File: config.mk
export PLATFORM = sky130hd
export DESIGN_NAME = velocity_curve_interpolator_top
export DESIGN_NICKNAME = d
export VERILOG_FILES = /design/src/hdl/vci_pkg.sv /design/src/hdl/velocity_curve_interpolator_top.sv
export SDC_FILE = /design/constraint.sdc
export NUM_CORES = 1
export LEC_CHECK = 0
export BUFFER_PORTS_ARGS = -buffer_cell sky130_fd_sc_hd__buf_2
export CAP_MARGIN = 15
export CORE_MARGIN = 4
export CORE_UTILIZATION = 40
export CTS_CLUSTER_DIAMETER = 120
export DETAILED_ROUTE_END_ITERATION = 10
export GPL_TIMING_DRIVEN = 0
export PLACE_DENSITY = 0.61
export SYNTH_ARGS = -nofsm -noshare
export SYNTH_HDL_FRONTEND = slang
export SYNTH_SLANG_ARGS = --single-unit
File: constraint.sdc
create_clock -name i_clk -period 4.8 [get_ports i_clk]
set_input_delay 0.24 -clock i_clk [delete_from_list [all_inputs] [get_ports i_clk]]
set_output_delay 0.24 -clock i_clk [all_outputs]
set_load 0.01 [all_outputs]
File: src/hdl/vci_pkg.sv
// Shared constants, types and a lane helper for the velocity curve interpolator.
package vci_pkg;

    localparam int MAX_POINTS = 8;
    localparam int VEL_W      = 7;
    localparam int IDX_W      = $clog2(MAX_POINTS);
    localparam int CNT_W      = 4;
    localparam int LANES_W    = MAX_POINTS * VEL_W;
    localparam int PROD_W     = 2 * VEL_W;
    localparam int STEP_W     = $clog2(VEL_W);
    localparam int DATA_W     = 64;
    localparam int ADDR_W     = 5;

    localparam logic [CNT_W-1:0]  COUNT_CAP = CNT_W'(MAX_POINTS);
    localparam logic [STEP_W-1:0] LAST_STEP = STEP_W'(VEL_W - 1);

    localparam logic [1:0] REG_COUNT   = 2'd0;
    localparam logic [1:0] REG_INPUTS  = 2'd1;
    localparam logic [1:0] REG_OUTPUTS = 2'd2;

    typedef enum logic [2:0] {
        S_IDLE,
        S_SCAN,
        S_MUL,
        S_DIV,
        S_DONE
    } t_state;

    function automatic logic [VEL_W-1:0] lane_of(input logic [LANES_W-1:0] word,
                                                 input logic [IDX_W-1:0] idx);
        lane_of = word[idx*VEL_W +: VEL_W];
    endfunction

endpackage

File: src/hdl/velocity_curve_interpolator_top.sv
// Velocity curve interpolator: breakpoint registers, segment search and serial divide.
//
// Usage: the input channel (i_in_valid, i_velocity_in, o_in_stall) takes one
// note velocity per transfer; the output channel (o_out_valid, o_velocity_out,
// i_out_stall) gives exactly one shaped velocity per input transfer, in order.
// The curve is held in three registers on the APB-style port: the point count
// at byte address 0, the packed input lanes at 8 and the packed output lanes at
// 16. They should be written only while the block is idle.
// An item that an end point or the pass-through decides at once goes to the done
// state and then to the output register; otherwise the sequencer runs a segment
// search, one segment per cycle, which either ends without interpolation or goes
// on to shift-and-add multiplication and restoring division, one quotient bit per
// cycle, and then loads the output register. The next item is taken once the
// sequencer is back in idle.
// Reset clears the registers to zero, so the block starts in pass-through.
// A finished result waits in the output register while the receiver stalls;
// the sequencer can still take and work on the next item, and holds its own
// result until the output register is free.
module velocity_curve_interpolator_top (
    input  logic                         i_clk,
    input  logic                         i_rst_n,
    input  logic                         i_in_valid,
    input  logic [vci_pkg::VEL_W-1:0]    i_velocity_in,
    output logic                         o_in_stall,
    output logic                         o_out_valid,
    output logic [vci_pkg::VEL_W-1:0]    o_velocity_out,
    input  logic                         i_out_stall,
    input  logic                         psel,
    input  logic                         penable,
    input  logic                         pwrite,
    input  logic [vci_pkg::ADDR_W-1:0]   paddr,
    input  logic [vci_pkg::DATA_W-1:0]   pwdata,
    output logic [vci_pkg::DATA_W-1:0]   prdata,
    output logic                         pready
);
    import vci_pkg::*;

    logic [CNT_W-1:0]   r_count;
    logic [LANES_W-1:0] r_inputs;
    logic [LANES_W-1:0] r_outputs;

    t_state             r_state, n_state;
    logic [VEL_W-1:0]   r_v, n_v;
    logic [CNT_W-1:0]   r_n, n_n;
    logic [IDX_W-1:0]   r_idx, n_idx;
    logic [STEP_W-1:0]  r_cnt, n_cnt;
    logic [VEL_W-1:0]   r_a, n_a;
    logic [PROD_W-1:0]  r_mc, n_mc;
    logic [PROD_W-1:0]  r_prod, n_prod;
    logic [VEL_W:0]     r_rem, n_rem;
    logic [VEL_W-1:0]   r_q, n_q;
    logic [VEL_W-1:0]   r_span, n_span;
    logic [VEL_W-1:0]   r_y0, n_y0;
    logic               r_up, n_up;
    logic [VEL_W-1:0]   r_res, n_res;
    logic               r_out_valid, n_out_valid;
    logic [VEL_W-1:0]   r_out_data, n_out_data;

    logic               cfg_write;
    logic               in_take;
    logic               out_take;
    logic [CNT_W-1:0]   n_sat;
    logic [IDX_W-1:0]   last_idx;
    logic [VEL_W-1:0]   first_in;
    logic [VEL_W-1:0]   last_in;
    logic [IDX_W-1:0]   next_idx;
    logic               seg_end;
    logic [VEL_W-1:0]   x0, x1, y0, y1;
    logic [PROD_W-1:0]  prod_sum;
    logic [VEL_W:0]     trial;
    logic               ge;

    // Configuration port
    assign pready    = 1'b1;
    assign cfg_write = psel && penable && pwrite && pready;

    always_ff @(posedge i_clk) begin
        if (!i_rst_n) begin
            r_count   <= '0;
            r_inputs  <= '0;
            r_outputs <= '0;
        end else if (cfg_write) begin
            unique case (paddr[ADDR_W-1:3])
                REG_COUNT:   r_count   <= pwdata[CNT_W-1:0];
                REG_INPUTS:  r_inputs  <= pwdata[LANES_W-1:0];
                REG_OUTPUTS: r_outputs <= pwdata[LANES_W-1:0];
                default: ;
            endcase
        end
    end

    always_comb begin
        unique case (paddr[ADDR_W-1:3])
            REG_COUNT:   prdata = {{(DATA_W-CNT_W){1'b0}}, r_count};
            REG_INPUTS:  prdata = {{(DATA_W-LANES_W){1'b0}}, r_inputs};
            REG_OUTPUTS: prdata = {{(DATA_W-LANES_W){1'b0}}, r_outputs};
            default:     prdata = '0;
        endcase
    end

    // Handshakes
    assign o_in_stall     = (r_state != S_IDLE);
    assign in_take        = i_in_valid && !o_in_stall;
    assign out_take       = r_out_valid && !i_out_stall;
    assign o_out_valid    = r_out_valid;
    assign o_velocity_out = r_out_data;

    // Datapath terms
    assign n_sat    = (r_count > COUNT_CAP) ? COUNT_CAP : r_count;
    assign last_idx = IDX_W'(n_sat - CNT_W'(1));
    assign first_in = lane_of(r_inputs, '0);
    assign last_in  = lane_of(r_inputs, last_idx);
    assign next_idx = r_idx + IDX_W'(1);
    assign seg_end  = ({1'b0, r_idx} + CNT_W'(1)) >= r_n;
    assign x0       = lane_of(r_inputs, r_idx);
    assign x1       = lane_of(r_inputs, next_idx);
    assign y0       = lane_of(r_outputs, r_idx);
    assign y1       = lane_of(r_outputs, next_idx);
    assign prod_sum = r_prod + (r_a[0] ? r_mc : '0);
    assign trial    = {r_rem[VEL_W-1:0], r_prod[PROD_W-1]};
    assign ge       = trial >= {1'b0, r_span};

    always_ff @(posedge i_clk) begin
        if (!i_rst_n) begin
            r_state     <= S_IDLE;
            r_out_valid <= 1'b0;
        end else begin
            r_state     <= n_state;
            r_out_valid <= n_out_valid;
        end
        r_v        <= n_v;
        r_n        <= n_n;
        r_idx      <= n_idx;
        r_cnt      <= n_cnt;
        r_a        <= n_a;
        r_mc       <= n_mc;
        r_prod     <= n_prod;
        r_rem      <= n_rem;
        r_q        <= n_q;
        r_span     <= n_span;
        r_y0       <= n_y0;
        r_up       <= n_up;
        r_res      <= n_res;
        r_out_data <= n_out_data;
    end

    always_comb begin
        n_state     = r_state;
        n_v         = r_v;
        n_n         = r_n;
        n_idx       = r_idx;
        n_cnt       = r_cnt;
        n_a         = r_a;
        n_mc        = r_mc;
        n_prod      = r_prod;
        n_rem       = r_rem;
        n_q         = r_q;
        n_span      = r_span;
        n_y0        = r_y0;
        n_up        = r_up;
        n_res       = r_res;
        n_out_valid = r_out_valid && !out_take;
        n_out_data  = r_out_data;

        unique case (r_state)
            S_IDLE: begin
                if (in_take) begin
                    n_v   = i_velocity_in;
                    n_n   = n_sat;
                    n_idx = '0;
                    priority if (n_sat == '0) begin
                        n_res   = i_velocity_in;
                        n_state = S_DONE;
                    end else if (i_velocity_in <= first_in) begin
                        n_res   = lane_of(r_outputs, '0);
                        n_state = S_DONE;
                    end else if (i_velocity_in >= last_in) begin
                        n_res   = lane_of(r_outputs, last_idx);
                        n_state = S_DONE;
                    end else begin
                        n_state = S_SCAN;
                    end
                end
            end
            S_SCAN: begin
                priority if (seg_end) begin
                    n_res   = r_v;
                    n_state = S_DONE;
                end else if (r_v >= x0 && r_v <= x1) begin
                    if (x1 == x0) begin
                        n_res   = y0;
                        n_state = S_DONE;
                    end else begin
                        n_span  = x1 - x0;
                        n_y0    = y0;
                        n_up    = (y1 >= y0);
                        n_a     = r_v - x0;
                        n_mc    = {{VEL_W{1'b0}}, ((y1 >= y0) ? (y1 - y0) : (y0 - y1))};
                        n_prod  = '0;
                        n_cnt   = '0;
                        n_state = S_MUL;
                    end
                end else begin
                    n_idx = next_idx;
                end
            end
            S_MUL: begin
                n_a    = r_a >> 1;
                n_mc   = r_mc << 1;
                n_prod = prod_sum;
                n_cnt  = r_cnt + STEP_W'(1);
                if (r_cnt == LAST_STEP) begin
                    // The quotient never exceeds the rise, so the upper half
                    // already lies below the divisor.
                    n_rem   = {1'b0, prod_sum[PROD_W-1:VEL_W]};
                    n_prod  = {prod_sum[VEL_W-1:0], {VEL_W{1'b0}}};
                    n_q     = '0;
                    n_cnt   = '0;
                    n_state = S_DIV;
                end
            end
            S_DIV: begin
                n_rem  = ge ? (trial - {1'b0, r_span}) : trial;
                n_q    = {r_q[VEL_W-2:0], ge};
                n_prod = r_prod << 1;
                n_cnt  = r_cnt + STEP_W'(1);
                if (r_cnt == LAST_STEP) begin
                    n_res   = r_up ? (r_y0 + {r_q[VEL_W-2:0], ge})
                                   : (r_y0 - {r_q[VEL_W-2:0], ge});
                    n_state = S_DONE;
                end
            end
            S_DONE: begin
                if (!r_out_valid || out_take) begin
                    n_out_valid = 1'b1;
                    n_out_data  = r_res;
                    n_state     = S_IDLE;
                end
            end
            default: n_state = S_IDLE;
        endcase
    end

    // Checks
    a_accept_leaves_idle: assert property (@(posedge i_clk) disable iff (!i_rst_n)
        in_take |=> (r_state != S_IDLE))
        else $error("accepted transfer did not start the sequencer");

    a_scan_needs_two: assert property (@(posedge i_clk) disable iff (!i_rst_n)
        (r_state == S_SCAN) |-> (r_n >= CNT_W'(2)))
        else $error("segment search with fewer than two points");

    a_div_rem_bound: assert property (@(posedge i_clk) disable iff (!i_rst_n)
        (r_state == S_DIV) |-> (r_rem < {1'b0, r_span}))
        else $error("division remainder not below the divisor");

    a_span_nonzero: assert property (@(posedge i_clk) disable iff (!i_rst_n)
        (r_state == S_MUL || r_state == S_DIV) |-> (r_span != '0))
        else $error("interpolation started on a zero-width segment");

endmodule

After elaboration in Yosys (flattened, before gate mapping)
Index checks and enable logic that the tools add are counted.
{ "totals": {"ff_bits": 214, "latchBits": 0, "ram_bits": 0, "rom_bits": 0, "input_bits": 83, "output_inout_bits": 74, "word_cells": 155, "n_memories": 0} }
{ "classes": {"add_sub_neg": 12, "multipliers": 3, "n_div": 0, "n_lt_le_gt_ge": 8, "n_eq_ne": 19, "shifts": 6, "muxes": 54, "n_bitwise": 2, "n_reduce_logical": 32} }
{ "op_table": {"columns": ["op", "count"], "rows": [
  ["variable part select 56 x 7 -> 7 bit", 6],
  ["one-hot mux 56 bit (3 select lines)", 1],
  ["two-way mux 14 bit", 8],
  ["two-way mux 7 bit", 15],
  ["two-way mux 3 bit", 17],
  ["one-hot mux 14 bit (3 select lines)", 1],
  ["subtractor 7 bit", 6],
  ["one-hot mux 14 bit (2 select lines)", 1],
  ["one-hot mux 7 bit (2 select lines)", 2],
  ["greater-or-equal comparator 7 bit", 3],
  ["one-hot mux 7 bit (3 select lines)", 1],
  ["multiplier 3 x 3 -> 6 bit (second input constant)", 3],
  ["inequality test 2 bit (second input constant)", 8],
  ["AND reduction 4 bit", 4],
  ["one-hot mux 3 bit (5 select lines)", 1],
  ["adder 14 bit", 1],
  ["less-or-equal comparator 7 bit", 2],
  ["one-hot mux 6 bit (2 select lines)", 1],
  ["AND reduction 2 bit", 6],
  ["one-hot mux 3 bit (3 select lines)", 1],
  ["nonzero test 3 bit", 3],
  ["greater-or-equal comparator 8 x 7 -> 1 bit", 1],
  ["adder 7 bit", 1],
  ["equality test 7 bit", 1],
  ["26 further kinds", 42]
]} }

Logic depth before layout (Yosys ltp)
Gate-level depths: netlist of run 1.
{ "logic_depth": {"depth_word": 11, "ltp_mapped": 19, "depth_no_buf": 19} }

Least setup slack after synthesis of run 1
OpenSTA, ideal clock, no wires.
{ "synth_path": {"kind": "register to register", "startpoint": "register r_idx[1]", "endpoint": "register r_cnt[0], enable pin", "setup_ns": 0.418, "arrival_ns": 4.631, "t_required_ns": 4.382, "slack_ns": -0.249, "path_stages_with_launch": 14, "path_buffers": 3, "synth_period_minus_slack_ns": 5.049, "path_cell_list": "edfxtp_1 ha_1 buf_6 buf_12 buf_1 mux4_2 mux2i_1 ha_1 nor2b_1 o211ai_1 a21oi_1 o22ai_2 o211ai_2 o31ai_1"} }
{ "synth_between": {"elab_chain_cells": 7, "word_cells_on_any_way": 15, "classes_between": "add/sub: 2; mul: 2; order compare: 3; eq/ne: 4; shift: 2; reduce/logical: 2"} }
{ "synth_rtl": {"columns": ["item", "line", "text"], "rows": [
  ["from (decl)", "velocity_curve_interpolator_top.sv:45", "logic [IDX_W-1:0] r_idx, n_idx;"],
  ["from (signal assigned)", "velocity_curve_interpolator_top.sv:133", "r_idx <= n_idx;"],
  ["adder 3 x 1 -> 3 bit (*)", "velocity_curve_interpolator_top.sv:113", "assign next_idx = r_idx + IDX_W'(1);"],
  ["named net next_idx[1]", "velocity_curve_interpolator_top.sv:66", "logic [IDX_W-1:0] next_idx;"],
  ["multiplier 3 x 3 -> 6 bit (*)", "vci_pkg.sv:31", "lane_of = word[idx*VEL_W +: VEL_W];"],
  ["variable part select 56 x 7 -> 7 bit (*)", "vci_pkg.sv:31", null],
  ["less-or-equal comparator 7 bit", "velocity_curve_interpolator_top.sv:189", "end else if (r_v >= x0 && r_v <= x1) begin"],
  ["logical AND 1 bit", "velocity_curve_interpolator_top.sv:189", null],
  ["inequality test 2 bit (no line)", null, null],
  ["AND reduction 4 bit (no line) (*)", null, null],
  ["to (signal assigned)", "velocity_curve_interpolator_top.sv:134", "r_cnt <= n_cnt;"],
  ["to (decl)", "velocity_curve_interpolator_top.sv:46", "logic [STEP_W-1:0] r_cnt, n_cnt;"]
]} }
Mark *: on every way through the listed nets, which the timed path passes. The rest lies on a longest branch.
A chain may end at the register's enable or synchronous reset.

Final worst setup path of run 1
{ "layout_path": {"startpoint": "register r_idx[1]", "endpoint": "register r_span[3], enable pin"} }
{ "layout_between": {"elab_chain_cells": 6, "word_cells_on_any_way": 14, "classes_between": "add/sub: 2; mul: 2; order compare: 3; eq/ne: 1; shift: 2; bitwise: 2; reduce/logical: 2"} }
{ "layout_rtl": {"columns": ["item", "line", "text"], "rows": [
  ["adder 3 x 1 -> 3 bit (*)", "velocity_curve_interpolator_top.sv:113", null],
  ["named net next_idx[1]", "velocity_curve_interpolator_top.sv:66", null],
  ["multiplier 3 x 3 -> 6 bit (*)", "vci_pkg.sv:31", null],
  ["variable part select 56 x 7 -> 7 bit (*)", "vci_pkg.sv:31", null],
  ["less-or-equal comparator 7 bit or equality test 7 bit (tied branches)", "velocity_curve_interpolator_top.sv:189, velocity_curve_interpolator_top.sv:190", null],
  ["logical AND 1 bit or NOT 1 bit (tied branches)", null, null],
  ["AND reduction 4 bit (no line) (*)", null, null],
  ["to (signal assigned)", "velocity_curve_interpolator_top.sv:140", "r_span <= n_span;"],
  ["to (decl)", "velocity_curve_interpolator_top.sv:52", "logic [VEL_W-1:0] r_span, n_span;"]
]} }
Marked as above.

==> results of run 1 <==
==> final cells by class <==
class	count	area (sq um)	area share, %
Clock buffer	28	637	3.63
Buffer	100	474	2.70
Tap cell	461	577	3.29
Clock inverter	18	241	1.38
Sequential cell	214	5230	29.8
Timing Repair Buffer	196	1300	7.39
Inverter	67	255	1.46
Multi-Input combinational cell	1103	8830	50.4
==> metal layers <==
metal / global-route usage [%] / share of wire (%)
met1: 35.8 / 42
met2: 38.0 / 44
met3: 4.60 / 11
met4: 6.47 / 2.8
met5: 0 / 0
==> what timing repair did <==
item	4_1_cts	5_1_grt
endpoints found under the setup margin	67	48
resized for setup	13	14
pin swaps	0	0
hold endpoints to repair	116	0
buffers inserted	0	0
hold buffers	61	0
==> metrics by stage <==
step,instance area [sq um],util (%),setup TNS [ns],setup slack (ns)
CTS,17500,48.7,0,0.0855
global placement,16000,44.4,-38.93,-1.07
global route,17500,48.8,0,0.00333
floorplan,14700,-,0,0.273
finish,17500,48.8,0,0.268
detailed placement,16000,44.5,-26.25,-0.704
==> how the worst max path moves through the flow <==
stage	from	end	slack, ns	depth (start not counted)
2_1_floorplan	r_idx[1]	r_cnt[0]	0.27	13
4_1_cts	r_idx[1]	r_mc[6]	0.09	15
3_3_place_gp	r_idx[1]	r_prod[3]	-1.07	13
6_report	r_idx[1]	r_span[3]	0.27	14
5_1_grt	r_idx[1]	r_mc[6]	0.003	15
3_5_place_dp	r_idx[1]	r_mc[2]	-0.70	14
==> power by group <==
group | internal [uW] | switching, uW
Combinational | 593 | 794
Sequential | 2020 | 61.0
Clock | 1270 | 799
==> registers in the layout (all words and copies together), names as in the netlist, 14 cells and up <==
register and count:
r_outputs 56, r_prod 14, r_mc 14, r_inputs 56
==> Yosys cell counts (6+ instances only) <==
| cell type | instances | area [sq um] |
|---|---|---|
| nand2_1 | 271 | 1020 |
| dfxtp_1 | 120 | 2400 |
| a21boi_1 | 116 | 871 |
| edfxtp_1 | 94 | 2820 |
| ha_1 | 84 | 1050 |
| mux4_2 | 79 | 1780 |
| nor2_1 | 64 | 240 |
| a21oi_1 | 63 | 315 |
| clkbuf_1 | 62 | 233 |
| inv_1 | 62 | 233 |
| mux2i_1 | 61 | 611 |
| a22o_1 | 54 | 473 |
| o21ai_1 | 27 | 135 |
| xnor2_1 | 25 | 219 |
| xor2_1 | 19 | 166 |
| a211oi_1 | 18 | 135 |
| and2_1 | 18 | 113 |
| a21o_1 | 17 | 128 |
| and3_1 | 15 | 93.8 |
| nor2b_1 | 15 | 93.8 |
| buf_2 | 14 | 70.1 |
| buf_1 | 13 | 48.8 |
| mux2_2 | 13 | 146 |
| nand2b_1 | 13 | 81.3 |
| nand3_1 | 12 | 60.1 |
| nor3_1 | 12 | 60.1 |
| o21ai_0 | 11 | 55.1 |
| buf_4 | 10 | 75.1 |
| a31oi_1 | 8 | 50.1 |
| fa_1 | 7 | 140 |
| mux4_1 | 6 | 158 |
| nand4_1 | 6 | 37.5 |
==> cells by family after synthesis <==
family	after synthesis	synth area share (%)
AO/OA/AOI/OAI	356	17.2
XOR/XNOR	44	2.62
adder cells (fa/ha/maj)	91	8.11
buffers and inverters	168	4.83
flip-flops	214	35.6
multiplexers	162	18.6
other	2	0.0511
AND/OR/NAND/NOR	441	13.0
==> worst reg2reg max path: cells and delay by family (launching register included) <==
kind	cells	cell delay (ns)
multiplexers	2	1.02
buffers and inverters	4	0.83
adder cells (fa/ha/maj)	2	0.73
AO/OA/AOI/OAI	4	0.66
flip-flops	1	0.49
AND/OR/NAND/NOR	2	0.45
==> flow_metrics.tcl, run 1 <==
set metrics [dict create \
    path_max_fanout 15 \
    cpLargestDelayFamily "multiplexers" \
    numCtsBuffers 25 \
    hold_depth 3 \
    min_path_type "primary input to flip-flop" \
    synth_edf_count 94 \
    yosys_warnings 0 \
    cts_max_level 1 \
    root_buffer "clkbuf_16" \
    criticalPathCategory "flip-flop to flip-flop" \
    reg2reg_from "r_idx[1]" \
    reg2reg_slack_ns 0.27 \
    powerDensity_mw_per_mm2 316 \
    final_common_cell "nand2_1" \
    io_buffers 134 \
    synthArstFlopShare_pct 0 \
    worstReg2RegEnd "r_span[3]" \
    finalCritPeriodShare_pct 94.4 \
    clk_latency_ns 0.55 \
    wl_mm 50.5 \
    drc 0 \
    maxCapViolations 0 \
    synth_seq_cells 214 \
    area_growth_pct 19.5 \
    drtAntennaViolNets 0 \
    via_count 12896 \
    die_h_um 200 \
    mostFrequentLayoutCells "270 x nand2_1, 147 x buf_2, 120 x dfxtp_1" \
    final_nets 1881 \
    period_needed_ns 4.53 \
    ioPinCount 157 \
    crit_arrival_ns 4.73 \
    rows 69 \
    fin_cells 2187 \
    min_delay_worst_endpoint "o_out_valid" \
    clockBufferDepth 3 \
    cp_common_cell "ha_1" \
    gp_congestion 0.983 \
    cp_cell_sequence "ha_1 -> buf_6 -> buf_12 -> clkbuf_4 -> mux4_2 -> mux2i_2 -> ha_1 -> nor2b_1 -> o211ai_1 -> a21oi_1 -> o22ai_2 -> o211ai_2 -> or2_4 -> clkinvlp_4" \
    via_per_inst 5.90 \
    drt-pass1-iter-count 5 \
    grt_usage_pct 24.6 \
    power_uw 5540 \
    grt_setup_unrepaired "true" \
    skew_ns 0.0269 \
    grt.overflow.total 0 \
    core_area_sq_mm 0.0359 \
    worstPathRequired_ns 5.00 \
    hpwl_mm 39.5 \
    clk_pin_slew_ns 0.06 \
    ys_types 65 \
    clock.fmax_mhz 221 \
    p_leak_uw 0.00685 \
    initial_core_util_pct 40.9 \
    avgRoutedWirePerCell_um 23.1 \
    place_inst 2081 \
    hold_viol 0 \
    fillers 3328 \
    slowest_stage "mux4_2" \
    startpoint_type "flip-flop" \
    synth_seq_area_share_pct 35.6 \
    dieWidth_um 200 \
    slew_headroom_pct 31.8 \
    setup_viol 0 \
    run_status "completed" \
    timing.hold.ws_ns 0.0205 \
    antenna_found_initial 0 \
    drt-initial-drc-count 1160 \
    cts_sinks 214 \
    grt_pass1_vias 12296 \
    hold_path_startpoint "i_out_stall" \
    syn_area_sq_mm 0.0147 \
    crit_path_end_kind "flip-flop" \
    synthCells 1478 \
    synthFlopType "dfxtp_1" \
    die_area_sq_mm 0.0398 \
    grt_pass1_wl_mm 74.5 \
    cts_tree "done" \
    critPathBufInv 4 \
    grt_max_degree 22 \
    drv_slew 0 \
    cpPeakStageDelay_ns 0.58 \
    max_slew.worst_pin.slew_ns 1.02 \
    avgSynthCellArea_sq_um 9.93 \
    antenna_cells 0 \
    ir_drop_v 0.000234 \
    drive_gt1_share_pct 18.4 \
    reg2reg_depth 14 \
]
(Power assumes the default switching activity.)
==> run 2: changes to the inputs <==
--- a/config.mk
+++ b/config.mk
@@ -7,12 +7,13 @@
 export LEC_CHECK = 0
 export BUFFER_PORTS_ARGS = -buffer_cell sky130_fd_sc_hd__buf_2
 export CAP_MARGIN = 15
+export CORE_ASPECT_RATIO = 1.75
 export CORE_MARGIN = 4
-export CORE_UTILIZATION = 40
+export CORE_UTILIZATION = 30
 export CTS_CLUSTER_DIAMETER = 120
 export DETAILED_ROUTE_END_ITERATION = 10
 export GPL_TIMING_DRIVEN = 0
-export PLACE_DENSITY = 0.61
+export PLACE_DENSITY = 0.49
 export SYNTH_ARGS = -nofsm -noshare
 export SYNTH_HDL_FRONTEND = slang
 export SYNTH_SLANG_ARGS = --single-unit
==> flow_metrics.tcl, run 2 (synthesis results as in run 1) <==
set metrics [dict create \
    run_status "completed" \
    wl_mm 58.7 \
    criticalPathCategory "flip-flop to flip-flop" \
    grt_pass1_wl_mm 86.1 \
    rows 107 \
    path_max_fanout 10 \
    drt-pass1-iter-count 5 \
    p_leak_uw 0.00683 \
    crit_arrival_ns 4.72 \
    fillers 5005 \
    skew_ns 0.0147 \
    reg_top3 "r_inputs: 56 flops, r_outputs: 56 flops" \
    drv_slew 0 \
    place_area_sq_mm 0.0162 \
    clk_latency_ns 0.54 \
    min_path_type "primary input to flip-flop" \
    drive_gt1_share_pct 18.5 \
    ir_drop_v 0.000319 \
    multi_input_area_sq_mm 0.00884 \
    setup_tns_ns 0 \
    area_growth_pct 20.6 \
    drc 0 \
    root_buffer "clkbuf_16" \
    p_comb_share_pct 26.3 \
    clockBufferDepth 3 \
    dieWidth_um 175 \
    initial_core_util_pct 30.2 \
    core_area_sq_mm 0.0486 \
    hpwl_mm 47.9 \
    grt_pass1_vias 13415 \
    numCtsBuffers 23 \
    period_needed_ns 4.56 \
    reg2reg_slack_ns 0.24 \
    timing.hold.ws_ns 0.0459 \
    final_nets 1881 \
    place_inst 2274 \
    setup_viol 0 \
    switching_share_pct 31.2 \
    p_sw_uw 1670 \
    final_area_sq_mm 0.0177 \
    drtAntennaViolNets 0 \
    grt.overflow.total 0 \
    io_buffers 134 \
    avgRoutedWirePerCell_um 24.7 \
    mostFrequentLayoutCells "270 x nand2_1, 149 x buf_2, 120 x dfxtp_1" \
    clk_pin_slew_ns 0.06 \
    grt_max_degree 22 \
    seq_area_sq_mm 0.00523 \
    crit_path_end_kind "flip-flop" \
    cts_tree "done" \
    power_uw 5360 \
    power_frac_seq_pct 38.9 \
    finalCritPeriodShare_pct 94.9 \
    p_clk_share_pct 34.8 \
    grt_setup_unrepaired "false" \
    cts_sinks 214 \
    max_slew.worst_pin.slew_ns 1.08 \
    maxCapViolations 0 \
    grt_usage_pct 21.9 \
    fin_cells 2377 \
    die_area_sq_mm 0.0527 \
    gp_congestion 0.996 \
    cts_max_level 1 \
    via_count 12799 \
    slew_headroom_pct 28.1 \
    clock.fmax_mhz 220 \
    worstPathRequired_ns 4.97 \
    ioPinCount 157 \
    powerDensity_mw_per_mm2 303 \
    final_common_cell "nand2_1" \
    startpoint_type "flip-flop" \
    hold_viol 0 \
    via_per_inst 5.38 \
    drt-initial-drc-count 753 \
    p_int_uw 3690 \
    die_h_um 301 \
    antenna_found_initial 1 \
]
-- run 2: layer usage --
| layer | routed length, um | vias to the layer above | GRT usage (%) | part of all wire (%) |
|---|---|---|---|---|
| met2 | 31100 | 481 | 41.6 | 53 |
| met3 | 2490 | 207 | 2.59 | 4.2 |
| li1 | - | 5837 | - | - |
| met4 | 6780 | 0 | 19.7 | 12 |
| met5 | 0 | - | 0 | 0 |
| met1 | 18400 | 6274 | 19.9 | 31 |
-- run 2: cell type report --
type	instances	area share, %
Clock buffer	34	4.01
Sequential cell	214	29.5
Clock inverter	6	0.346
Inverter	67	1.44
Buffer	99	2.67
Tap cell	654	4.62
Multi-Input combinational cell	1103	49.9
Timing Repair Buffer	199	7.48
Antenna cell	1	0.0141
-- run 2: what timing repair did --
action	in CTS	in global routing
gates resized for setup	15	14
setup endpoints to repair	69	48
endpoints found under the hold margin	119	0
buffers inserted	0	1
pin swaps	0	1
hold buffers	63	0
-- run 2: power by group through the flow --
stage	Sequential (uW)	Clock, uW	Combinational (uW)
after detailed placement	2120	0	1360
after global placement	2120	0	1350
after global routing	2090	1960	1520
after CTS	2080	1900	1400
final	2090	1860	1410
after floorplan	2100	0	934
-- run 2: stage by stage --
step | setup WS, ns | utilization, %
after floorplan | 0.273 | -
after global placement | -1.03 | 33.3
after detailed placement | -0.674 | 33.4
after CTS | 0.00928 | 36.3
after global routing | 0.0349 | 36.4
final | 0.244 | 36.4
-- run 2: worst max-delay path, cell delays in order, from the launching register on --
cell and delay (ns):
edfxtp_1 0.49, ha_1 0.39, buf_6 0.14, buf_12 0.15
clkbuf_4 0.31, mux4_2 0.55, mux2i_1 0.41, ha_1 0.34
nor2b_1 0.14, o211ai_1 0.18, a21oi_1 0.10, o22ai_2 0.21
a21oi_1 0.15, and4b_1 0.61
-- run 2: path summary, 6_finish.rpt --
path / from / endpoint / depth (start not counted)
worst max-delay path: r_idx[1] / r_res[6] / 13
worst min-delay path: i_out_stall / o_out_valid / 3
worst max register to register: r_idx[1] / r_res[6] / 13
worst min register to register: r_res[0] / o_velocity_out[0] / 0
